<file path="config.mk">
export PLATFORM = sky130hd
export DESIGN_NAME = soft_shell_mask_voxel_top
export DESIGN_NICKNAME = d
export VERILOG_FILES = /design/src/sv/sskm_pkg.sv /design/src/sv/soft_shell_mask_voxel_top.sv /design/src/sv/sskm_sqrt_cell.sv /design/src/sv/sskm_div_cell.sv /design/src/sv/sskm_cos_rom.sv
export SDC_FILE = /design/constraint.sdc
export NUM_CORES = 2
export LEC_CHECK = 0
export ABC_AREA = 1
export BUFFER_PORTS_ARGS = -buffer_cell sky130_fd_sc_hd__buf_2
export CAP_MARGIN = 20
export CELL_PAD_IN_SITES_DETAIL_PLACEMENT = 0
export CELL_PAD_IN_SITES_GLOBAL_PLACEMENT = 1
export CORE_MARGIN = 2
export CORE_UTILIZATION = 51
export CTS_CLUSTER_DIAMETER = 150
export DETAILED_ROUTE_END_ITERATION = 6
export PLACE_DENSITY_LB_ADDON = 0.15
export SETUP_SLACK_MARGIN = 0.4
export SKIP_LAST_GASP = 1
export SLEW_MARGIN = 0
export SYNTH_ARGS = -nofsm -noshare
export SYNTH_HDL_FRONTEND = slang
export SYNTH_SLANG_ARGS = --single-unit
</file>
<file path="constraint.sdc">
create_clock -name clk -period 7.8 [get_ports clk]
set_clock_uncertainty 0.1 [all_clocks]
set_input_delay 0.78 -clock clk [delete_from_list [all_inputs] [get_ports clk]]
set_output_delay 0.78 -clock clk [all_outputs]
set_load 0.02 [all_outputs]
</file>
<file path="src/sv/sskm_pkg.sv">
// shared constants for the soft spherical shell mask
// register indexes, region codes, fixed widths; no dependencies
package sskm_pkg;

  localparam int COS_TABLE_DEPTH = 256;

  localparam int COORD_W  = 8;
  localparam int DIST_W   = 16;
  localparam int RAD_W    = 16;
  localparam int WEIGHT_W = 16;
  localparam int REGION_W = 3;
  localparam int REM_W    = 2 * DIST_W;
  localparam int CFG_IDX_W = 2;

  localparam logic [CFG_IDX_W-1:0] REG_INNER = 2'd0;
  localparam logic [CFG_IDX_W-1:0] REG_OUTER = 2'd1;
  localparam logic [CFG_IDX_W-1:0] REG_EDGE  = 2'd2;

  localparam logic [RAD_W-1:0] EDGE_RESET = 16'd256;

  localparam logic [REGION_W-1:0] RGN_HOLE    = 3'd0;
  localparam logic [REGION_W-1:0] RGN_INNER   = 3'd1;
  localparam logic [REGION_W-1:0] RGN_BODY    = 3'd2;
  localparam logic [REGION_W-1:0] RGN_OUTER   = 3'd3;
  localparam logic [REGION_W-1:0] RGN_OUTSIDE = 3'd4;

  localparam logic [WEIGHT_W-1:0] WEIGHT_ONE  = 16'd32768;
  localparam logic [WEIGHT_W-1:0] WEIGHT_HALF = 16'd16384;

endpackage

</file>
<file path="src/sv/soft_shell_mask_voxel_top.sv">
// soft spherical shell mask, top level
// uses sskm_pkg, sskm_sqrt_cell, sskm_div_cell, sskm_cos_rom
//
// One voxel beat in, one weight beat out, one voxel per clock sustained unless
// the output stalls. The path runs through the squares register, the root chain
// (one cell per root bit), the region register, the phase divider chain (one
// cell per quotient bit), the cosine table read and the weight register. Every
// stage holds its own valid bit, so bubbles close up and, until every stage is
// full, the input keeps accepting beats while a finished result waits at the
// output. Write the radius and edge registers only while no voxel is in flight.
module soft_shell_mask_voxel_top #(
  parameter int COS_TABLE_DEPTH = sskm_pkg::COS_TABLE_DEPTH
) (
  input  logic        clk,
  input  logic        rst,
  input  logic        s_tvalid,
  output logic        s_tready,
  input  logic [23:0] s_tdata,   // coord_x, coord_y, coord_z
  output logic        m_tvalid,
  input  logic        m_tready,
  output logic [15:0] m_tdata,   // mask_weight
  output logic [2:0]  m_tuser,   // region
  input  logic        cfg_valid,
  output logic        cfg_ready,
  input  logic [sskm_pkg::CFG_IDX_W-1:0] cfg_index,
  input  logic [15:0] cfg_data
);

  localparam int DW = sskm_pkg::DIST_W;
  localparam int RW = sskm_pkg::REM_W;
  localparam int GW = sskm_pkg::REGION_W;
  localparam int QW = $clog2(COS_TABLE_DEPTH + 1);
  localparam int NW = sskm_pkg::RAD_W + QW;

  // configuration
  logic [15:0] inner_radius_vox, outer_radius_vox, edge_width_vox;
  logic [15:0] ew;

  assign cfg_ready = 1'b1;
  assign ew = (edge_width_vox == '0) ? 16'd1 : edge_width_vox;

  always_ff @(posedge clk) begin
    if (rst) begin
      inner_radius_vox <= '0;
      outer_radius_vox <= '0;
      edge_width_vox   <= sskm_pkg::EDGE_RESET;
    end else if (cfg_valid) begin
      unique case (cfg_index)
        sskm_pkg::REG_INNER: inner_radius_vox <= cfg_data;
        sskm_pkg::REG_OUTER: outer_radius_vox <= cfg_data;
        sskm_pkg::REG_EDGE:  edge_width_vox   <= cfg_data;
        default: ;
      endcase
    end
  end

  // squares
  logic signed [7:0] cx, cy, cz;
  logic [15:0] sq_sum;
  logic        sq_vld, sq_rdy;

  assign cx = s_tdata[7:0];
  assign cy = s_tdata[15:8];
  assign cz = s_tdata[23:16];
  assign s_tready = !sq_vld || sq_rdy;

  always_ff @(posedge clk) begin
    if (rst) begin
      sq_vld <= 1'b0;
    end else if (s_tready) begin
      sq_vld <= s_tvalid;
    end
    if (s_tready) begin
      // widen before squaring, the sum of three squares fits 16 bits
      sq_sum <= 16'(cx) * 16'(cx) + 16'(cy) * 16'(cy) + 16'(cz) * 16'(cz);
    end
  end

  // root chain, most significant bit first
  logic          rt_vld  [DW+1];
  logic          rt_rdy  [DW+1];
  logic [RW-1:0] rt_rem  [DW+1];
  logic [DW-1:0] rt_root [DW+1];

  assign rt_vld[0]  = sq_vld;
  assign sq_rdy     = rt_rdy[0];
  assign rt_rem[0]  = {sq_sum, 16'd0};
  assign rt_root[0] = '0;

  for (genvar i = 0; i < DW; i++) begin : g_sqrt
    sskm_sqrt_cell #(.BIT(DW - 1 - i)) u_cell (
      .clk     (clk),
      .rst     (rst),
      .in_vld  (rt_vld[i]),
      .in_rdy  (rt_rdy[i]),
      .in_rem  (rt_rem[i]),
      .in_root (rt_root[i]),
      .out_vld (rt_vld[i+1]),
      .out_rdy (rt_rdy[i+1]),
      .out_rem (rt_rem[i+1]),
      .out_root(rt_root[i+1])
    );
  end

  // region and edge offset
  logic [DW-1:0] d;
  logic signed [17:0] hole_th;
  logic [16:0]   out_th;
  logic [GW-1:0] region_next;
  logic [15:0]   delta_next;
  logic          rg_vld, rg_rdy;
  logic [GW-1:0] rg_region;
  logic [15:0]   rg_delta;

  assign d       = rt_root[DW];
  assign hole_th = $signed({2'b00, inner_radius_vox}) - $signed({2'b00, ew});
  assign out_th  = {1'b0, outer_radius_vox} + {1'b0, ew};

  always_comb begin
    delta_next = '0;
    if ($signed({2'b00, d}) < hole_th) begin
      region_next = sskm_pkg::RGN_HOLE;
    end else if (d < inner_radius_vox) begin
      region_next = sskm_pkg::RGN_INNER;
      delta_next  = inner_radius_vox - d;
    end else if (d < outer_radius_vox) begin
      region_next = sskm_pkg::RGN_BODY;
    end else if ({1'b0, d} < out_th) begin
      region_next = sskm_pkg::RGN_OUTER;
      delta_next  = d - outer_radius_vox;
    end else begin
      region_next = sskm_pkg::RGN_OUTSIDE;
    end
  end

  assign rt_rdy[DW] = !rg_vld || rg_rdy;

  always_ff @(posedge clk) begin
    if (rst) begin
      rg_vld <= 1'b0;
    end else if (rt_rdy[DW]) begin
      rg_vld <= rt_vld[DW];
    end
    if (rt_rdy[DW]) begin
      rg_region <= region_next;
      rg_delta  <= delta_next;
    end
  end

  // phase divider chain
  logic          dv_vld [QW+1];
  logic          dv_rdy [QW+1];
  logic [NW-1:0] dv_rem [QW+1];
  logic [QW-1:0] dv_quo [QW+1];
  logic [GW-1:0] dv_rgn [QW+1];

  assign dv_vld[0] = rg_vld;
  assign rg_rdy    = dv_rdy[0];
  assign dv_rem[0] = NW'(rg_delta) * NW'(COS_TABLE_DEPTH);
  assign dv_quo[0] = '0;
  assign dv_rgn[0] = rg_region;

  for (genvar j = 0; j < QW; j++) begin : g_div
    sskm_div_cell #(.NW(NW), .QW(QW), .BIT(QW - 1 - j)) u_cell (
      .clk       (clk),
      .rst       (rst),
      .edge_w    (ew),
      .in_vld    (dv_vld[j]),
      .in_rdy    (dv_rdy[j]),
      .in_rem    (dv_rem[j]),
      .in_quo    (dv_quo[j]),
      .in_region (dv_rgn[j]),
      .out_vld   (dv_vld[j+1]),
      .out_rdy   (dv_rdy[j+1]),
      .out_rem   (dv_rem[j+1]),
      .out_quo   (dv_quo[j+1]),
      .out_region(dv_rgn[j+1])
    );
  end

  sskm_cos_rom #(.DEPTH(COS_TABLE_DEPTH), .QW(QW)) u_cos (
    .clk       (clk),
    .rst       (rst),
    .in_vld    (dv_vld[QW]),
    .in_rdy    (dv_rdy[QW]),
    .in_phase  (dv_quo[QW]),
    .in_region (dv_rgn[QW]),
    .out_vld   (m_tvalid),
    .out_rdy   (m_tready),
    .out_weight(m_tdata),
    .out_region(m_tuser)
  );

endmodule

</file>
<file path="src/sv/sskm_sqrt_cell.sv">
// one cell of the square-root chain: settles one bit of the root
// uses sskm_pkg for widths
module sskm_sqrt_cell #(
  parameter int BIT = 0
) (
  input  logic                          clk,
  input  logic                          rst,
  input  logic                          in_vld,
  output logic                          in_rdy,
  input  logic [sskm_pkg::REM_W-1:0]    in_rem,
  input  logic [sskm_pkg::DIST_W-1:0]   in_root,
  output logic                          out_vld,
  input  logic                          out_rdy,
  output logic [sskm_pkg::REM_W-1:0]    out_rem,
  output logic [sskm_pkg::DIST_W-1:0]   out_root
);

  localparam int TW = sskm_pkg::REM_W + 2;

  logic [TW-1:0] trial;
  logic          take;

  // (root + 2^b)^2 - root^2
  assign trial = (TW'(in_root) << (BIT + 1)) + (TW'(1) << (2 * BIT));
  assign take  = TW'(in_rem) >= trial;
  assign in_rdy = !out_vld || out_rdy;

  always_ff @(posedge clk) begin
    if (rst) begin
      out_vld <= 1'b0;
    end else if (in_rdy) begin
      out_vld <= in_vld;
    end
    if (in_rdy) begin
      out_rem  <= take ? sskm_pkg::REM_W'(TW'(in_rem) - trial) : in_rem;
      out_root <= take ? (in_root | (sskm_pkg::DIST_W'(1) << BIT)) : in_root;
    end
  end

endmodule

</file>
<file path="src/sv/sskm_div_cell.sv">
// one cell of the edge-phase divider chain: settles one quotient bit
// uses sskm_pkg for widths and region codes
module sskm_div_cell #(
  parameter int NW  = 29,
  parameter int QW  = 9,
  parameter int BIT = 0
) (
  input  logic                           clk,
  input  logic                           rst,
  input  logic [sskm_pkg::RAD_W-1:0]     edge_w,
  input  logic                           in_vld,
  output logic                           in_rdy,
  input  logic [NW-1:0]                  in_rem,
  input  logic [QW-1:0]                  in_quo,
  input  logic [sskm_pkg::REGION_W-1:0]  in_region,
  output logic                           out_vld,
  input  logic                           out_rdy,
  output logic [NW-1:0]                  out_rem,
  output logic [QW-1:0]                  out_quo,
  output logic [sskm_pkg::REGION_W-1:0]  out_region
);

  logic [NW-1:0] dvs;
  logic          take;

  assign dvs    = NW'(edge_w) << BIT;
  assign take   = in_rem >= dvs;
  assign in_rdy = !out_vld || out_rdy;

  always_ff @(posedge clk) begin
    if (rst) begin
      out_vld <= 1'b0;
    end else if (in_rdy) begin
      out_vld <= in_vld;
    end
    if (in_rdy) begin
      out_rem    <= take ? in_rem - dvs : in_rem;
      out_quo    <= take ? (in_quo | (QW'(1) << BIT)) : in_quo;
      out_region <= in_region;
    end
  end

endmodule

</file>
<file path="src/sv/sskm_cos_rom.sv">
// raised-cosine lookup and final weight register
// table built at elaboration from a truncated taylor form; uses sskm_pkg
module sskm_cos_rom #(
  parameter int DEPTH = sskm_pkg::COS_TABLE_DEPTH,
  parameter int QW    = $clog2(DEPTH + 1)
) (
  input  logic                           clk,
  input  logic                           rst,
  input  logic                           in_vld,
  output logic                           in_rdy,
  input  logic [QW-1:0]                  in_phase,
  input  logic [sskm_pkg::REGION_W-1:0]  in_region,
  output logic                           out_vld,
  input  logic                           out_rdy,
  output logic [sskm_pkg::WEIGHT_W-1:0]  out_weight,
  output logic [sskm_pkg::REGION_W-1:0]  out_region
);

  localparam int HALF = DEPTH / 2;
  localparam int HW   = (HALF + 1 > 1) ? $clog2(HALF + 1) : 1;
  localparam longint unsigned ONE   = 64'd1 << 30;
  localparam longint unsigned PI_Q30 = 64'd3373259426;

  function automatic logic [14:0] cos_h(input int q);
    longint unsigned x, x2, t, sub, h;
    x  = (PI_Q30 * longint'(q)) / DEPTH;
    x2 = (x * x) >> 30;
    t  = ONE;
    sub = ((x2 * t) >> 30) / 90;
    t  = (sub >= ONE) ? 64'd0 : ONE - sub;
    sub = ((x2 * t) >> 30) / 56;
    t  = (sub >= ONE) ? 64'd0 : ONE - sub;
    sub = ((x2 * t) >> 30) / 30;
    t  = (sub >= ONE) ? 64'd0 : ONE - sub;
    sub = ((x2 * t) >> 30) / 12;
    t  = (sub >= ONE) ? 64'd0 : ONE - sub;
    sub = ((x2 * t) >> 30) / 2;
    t  = (sub >= ONE) ? 64'd0 : ONE - sub;
    h  = (t + 64'd32768) >> 16;
    if (h > 64'd16384) h = 64'd16384;
    return h[14:0];
  endfunction

  logic [14:0] rom [HALF+1];

  for (genvar i = 0; i <= HALF; i++) begin : g_rom
    assign rom[i] = cos_h(i);
  end

  logic [QW-1:0]                 p_cl;
  logic                          upper;
  logic [QW-1:0]                 q_full;
  logic [14:0]                   h;
  logic                          h_upper;
  logic [sskm_pkg::REGION_W-1:0] h_region;
  logic                          h_vld;
  logic                          h_rdy;
  logic [sskm_pkg::WEIGHT_W-1:0] weight_next;

  assign p_cl   = (in_phase > QW'(DEPTH)) ? QW'(DEPTH) : in_phase;
  assign upper  = {p_cl, 1'b0} > (QW + 1)'(DEPTH);
  assign q_full = upper ? QW'(DEPTH) - p_cl : p_cl;

  assign in_rdy = !h_vld || h_rdy;
  assign h_rdy  = !out_vld || out_rdy;

  always_ff @(posedge clk) begin
    if (rst) begin
      h_vld <= 1'b0;
    end else if (in_rdy) begin
      h_vld <= in_vld;
    end
    if (in_rdy) begin
      h        <= rom[HW'(q_full)];
      h_upper  <= upper;
      h_region <= in_region;
    end
  end

  always_comb begin
    case (h_region) inside
      sskm_pkg::RGN_INNER, sskm_pkg::RGN_OUTER:
        weight_next = h_upper ? sskm_pkg::WEIGHT_HALF - 16'(h)
                              : sskm_pkg::WEIGHT_HALF + 16'(h);
      sskm_pkg::RGN_BODY: weight_next = sskm_pkg::WEIGHT_ONE;
      default:            weight_next = '0;
    endcase
  end

  always_ff @(posedge clk) begin
    if (rst) begin
      out_vld <= 1'b0;
    end else if (h_rdy) begin
      out_vld <= h_vld;
    end
    if (h_rdy) begin
      out_weight <= weight_next;
      out_region <= h_region;
    end
  end

endmodule

</file>
==> results.sh <==
export IMPL_setup_tns_ns=0
export IMPL_yosys_top_cells_area="edfxtp_1, ha_1, fa_1"
export IMPL_setup_ws_ns=1.17
export IMPL_yosysTopAreaCell="edfxtp_1"
export IMPL_clk_path_buf_depth=3
export IMPL_gp_congestion=0.931
export IMPL_design_area_um2=59200
export IMPL_postCtsSetupBuffers=0
export IMPL_first_global_vias=38600
export IMPL_maxCapViolations=0
export IMPL_report_final_slew_viol_count=0
export IMPL_end_kind="flip-flop"
export IMPL_die_area_um2=109000
export IMPL_hold_path_class="in2reg"
export IMPL_dpl_cell_area_um2=56300
export IMPL_ir_worst_vdd_mv=0.887
export IMPL_clkSlewWorstSetupHoldPaths_ns=0.07
export IMPL_relSlewSlack_pct=31.0
export IMPL_synth_area_per_cell_um2=9.37
export IMPL_portBuffers=67
export IMPL_ys_flop_type="edfxtp_1"
export IMPL_antenna_found_initial=14
export IMPL_cts_hold_buf=0
export IMPL_num_vias=39200
export IMPL_post_route_util_pct=56.1
export IMPL_cts_buffers=88
export IMPL_synth_top_area_share_pct=40.4
export IMPL_power_density_nw_per_um2=494
export IMPL_ys_ff_latch=811
export IMPL_start_util_pct=51.6
export IMPL_dpl_hpwl_um=96500
export IMPL_critPathRequiredTime_ns=8.07
export IMPL_async_flop_share_pct=0
export IMPL_core_area_um2=106000
export IMPL_fmax_mhz=151
export IMPL_die_x_um=331
export IMPL_drc=0
export IMPL_routed_wirelength_um=125000
export IMPL_synth_area_um2=54500
export IMPL_rsz0062_at_grt="false"
export IMPL_reg2reg_from="edge_width_vox[12]$_SDFFE_PP0P_"
export IMPL_critPathLaunch="s_tdata[17]"
export IMPL_die_h_um=331
export IMPL_cts_root_buffer="clkbuf_16"
export IMPL_cts_sinks=811
export IMPL_setup_viol=0
export IMPL_htree_levels=3
export IMPL_critPathLaunchType="primary input"
export IMPL_hold_slack_ns=0.283
export IMPL_dr_pass1_iters=6
export IMPL_worst_pin_slew_ns=1.03
export IMPL_routedWlPerCell_um=17.0
export IMPL_syn2layout_area_growth_pct=8.66
export IMPL_ctsResizeCount=0
export IMPL_crit_type="in2reg"
export IMPL_synthCells=5815
export IMPL_final_hold_violation_count=0
export IMPL_min_period_ns=6.63
export IMPL_cp_max_fo=10
export IMPL_clock_latency_ns=0.67
export IMPL_synth_nets=6512
export IMPL_fin_crit_sh_pct=85.0
export IMPL_power_leakage_uw=0.0264
export IMPL_synth_edf_count=734
export IMPL_drt_iter0_markers=2695
export IMPL_core_rowCount=119
export IMPL_ant_nets=0
export IMPL_status="completed"
export IMPL_yosysWarnings=0
export IMPL_synth_seq_area_share_pct=43.3
export IMPL_grt_max_degree=53
export IMPL_track_usage_pct=23.2
export IMPL_via_per_inst=5.34
export IMPL_nets=6583
export IMPL_cts_tree="built"
export IMPL_gr_total_overflow=0
export IMPL_drive_gt1_share_pct=5.86
export IMPL_crit_arrival_ns=6.91
export IMPL_min_from="cfg_data[4]"
export IMPL_ios=69
export IMPL_pre_cts_ws_ns=0.500
export IMPL_grt_pass1_wl_um=202000
export IMPL_yosysUniqueCellTypes=78
==> cells by family after synthesis <==
kind of cell	Yosys count	share of synthesized area [%]
AOI/OAI and AO/OA	1094	11.0
xor gates and xnor gates	368	5.96
adders and majority gates	650	17.7
buffers and inverters	1040	7.32
DFF	811	43.3
muxes	3	0.0620
other	1	0.00688
and+or+nand+nor	1848	14.7
==> cell usage in the layout (no fill, tap or decap), types with 13 or more instances in the layout <==
cell / instances
nand3b_1: 16
xnor2_1: 179
nand3_1: 220
clkinvlp_4: 13
a21o_1: 20
o21ai_0: 406
nand2_1: 924
o21bai_1: 24
inv_1: 891
or2_2: 26
dfxtp_1: 77
ha_1: 445
buf_2: 67
clkinv_1: 17
a31oi_1: 25
nand4_1: 44
fa_1: 205
nor4_1: 42
buf_4: 35
xor2_1: 187
edfxtp_1: 734
nor2_1: 418
inv_2: 17
a21oi_1: 481
clkbuf_1: 15
o211ai_1: 16
clkbuf_16: 89
o31ai_1: 17
nor3_1: 85
o21ai_1: 26
==> through the flow <==
| step | std cells | total power (µW) |
|---|---|---|
| after floorplan | 5815 | 20800 |
| after global placement | 7181 | 25200 |
| after global routing | 7347 | 32100 |
| after detailed placement | 7181 | 25300 |
| final | 7351 | 29200 |
| after CTS | 7341 | 29400 |
==> synth_stat cells, drive strengths merged, types with 7 or more instances <==
cell and instances:
fa 205, o21ai 434, inv 909, o211ai 16, o21bai 24, clkbuf 84
o21a 9, nor2 436, or2 30, buf 42, a31oi 25, a21oi 487
xnor2 179, o31ai 17, and3 7, and2 9, ha 445, o2111ai 10
nand2 936, a211oi 12, a21o 20, dfxtp 77, nand3 223, nand3b 16
nor3 87, nand4 50, edfxtp 734, xor2 189, nor4 43
==> where the power goes <==
part / switching (µW) / internal [µW]
sequential: 1130 / 7570
clock: 1770 / 2300
combinational: 10200 / 6300
==> critical path, cell delays in order <==
cell	delay (ns)
buf_2	0.18
nand2_1	0.14
inv_1	0.08
fa_1	0.50
inv_1	0.05
fa_1	0.46
fa_1	0.51
inv_1	0.05
fa_1	0.48
fa_1	0.54
fa_1	0.55
inv_1	0.06
fa_1	0.54
inv_1	0.04
ha_1	0.36
nand3b_1	0.10
and2_1	0.19
nor2_1	0.09
nor2_1	0.05
o21bai_1	0.18
a21oi_1	0.10
o21bai_1	0.22
a21oi_1	0.09
o21bai_1	0.20
a21oi_1	0.09
nor2_1	0.09
nor2_1	0.05
xor2_1	0.13
==> area by class of cell <==
| cell class | instances | area, µm² |
|---|---|---|
| fill | 9377 | 46400 |
| multi-input combinational | 3965 | 26900 |
| sequential | 811 | 23600 |
| inverter | 914 | 3430 |
| clock buffer | 106 | 2310 |
| tap | 1391 | 1740 |
| timing repair buffer | 106 | 696 |
| clock inverter | 54 | 495 |
| antenna | 4 | 10.0 |
==> layer usage <==
metal	track usage (%)	part of all wire, %	vias up
met1	29.7	43	18400
met4	6.21	2.5	14
met3	2.95	4.5	210
met2	41.5	50	817
li1	-	-	19700
met5	0	0.080	-
==> registers in the layout, indices dropped and copies added, names as in the netlist <==
| register | cells |
|---|---|
| g_sqrt.u_cell.out_rem | 289 |
| g_div.u_cell.out_rem | 164 |
| g_sqrt.u_cell.out_root | 136 |
| g_div.u_cell.out_quo | 45 |
| g_div.u_cell.out_region | 27 |
| edge_width_vox | 16 |
| g_sqrt.u_cell.out_vld | 16 |
| inner_radius_vox | 16 |
| outer_radius_vox | 16 |
| rg_delta | 16 |
| sq_sum | 16 |
| u_cos.out_weight | 16 |
| u_cos.h | 15 |
| g_div.u_cell.out_vld | 9 |
| rg_region | 3 |
| u_cos.h_region | 3 |
| u_cos.out_region | 3 |
| rg_vld | 1 |
| sq_vld | 1 |
| u_cos.h_upper | 1 |
| u_cos.h_vld | 1 |
| u_cos.out_vld | 1 |
==> path summary, 6_finish.rpt <==
kind                                             end  slack (ns)  depth (start not counted)
max reg2reg               rg_delta[15]$_SDFFCE_PP0P_        1.88                         28
min reg2reg  g_div[7].u_cell.out_region[2]$_DFFE_PP_        0.31                          0
min                 inner_radius_vox[4]$_SDFFE_PP0P_        0.28                          3
max                             sq_sum[15]$_DFFE_PP_        1.17                         28
(Power assumes the default switching activity.)
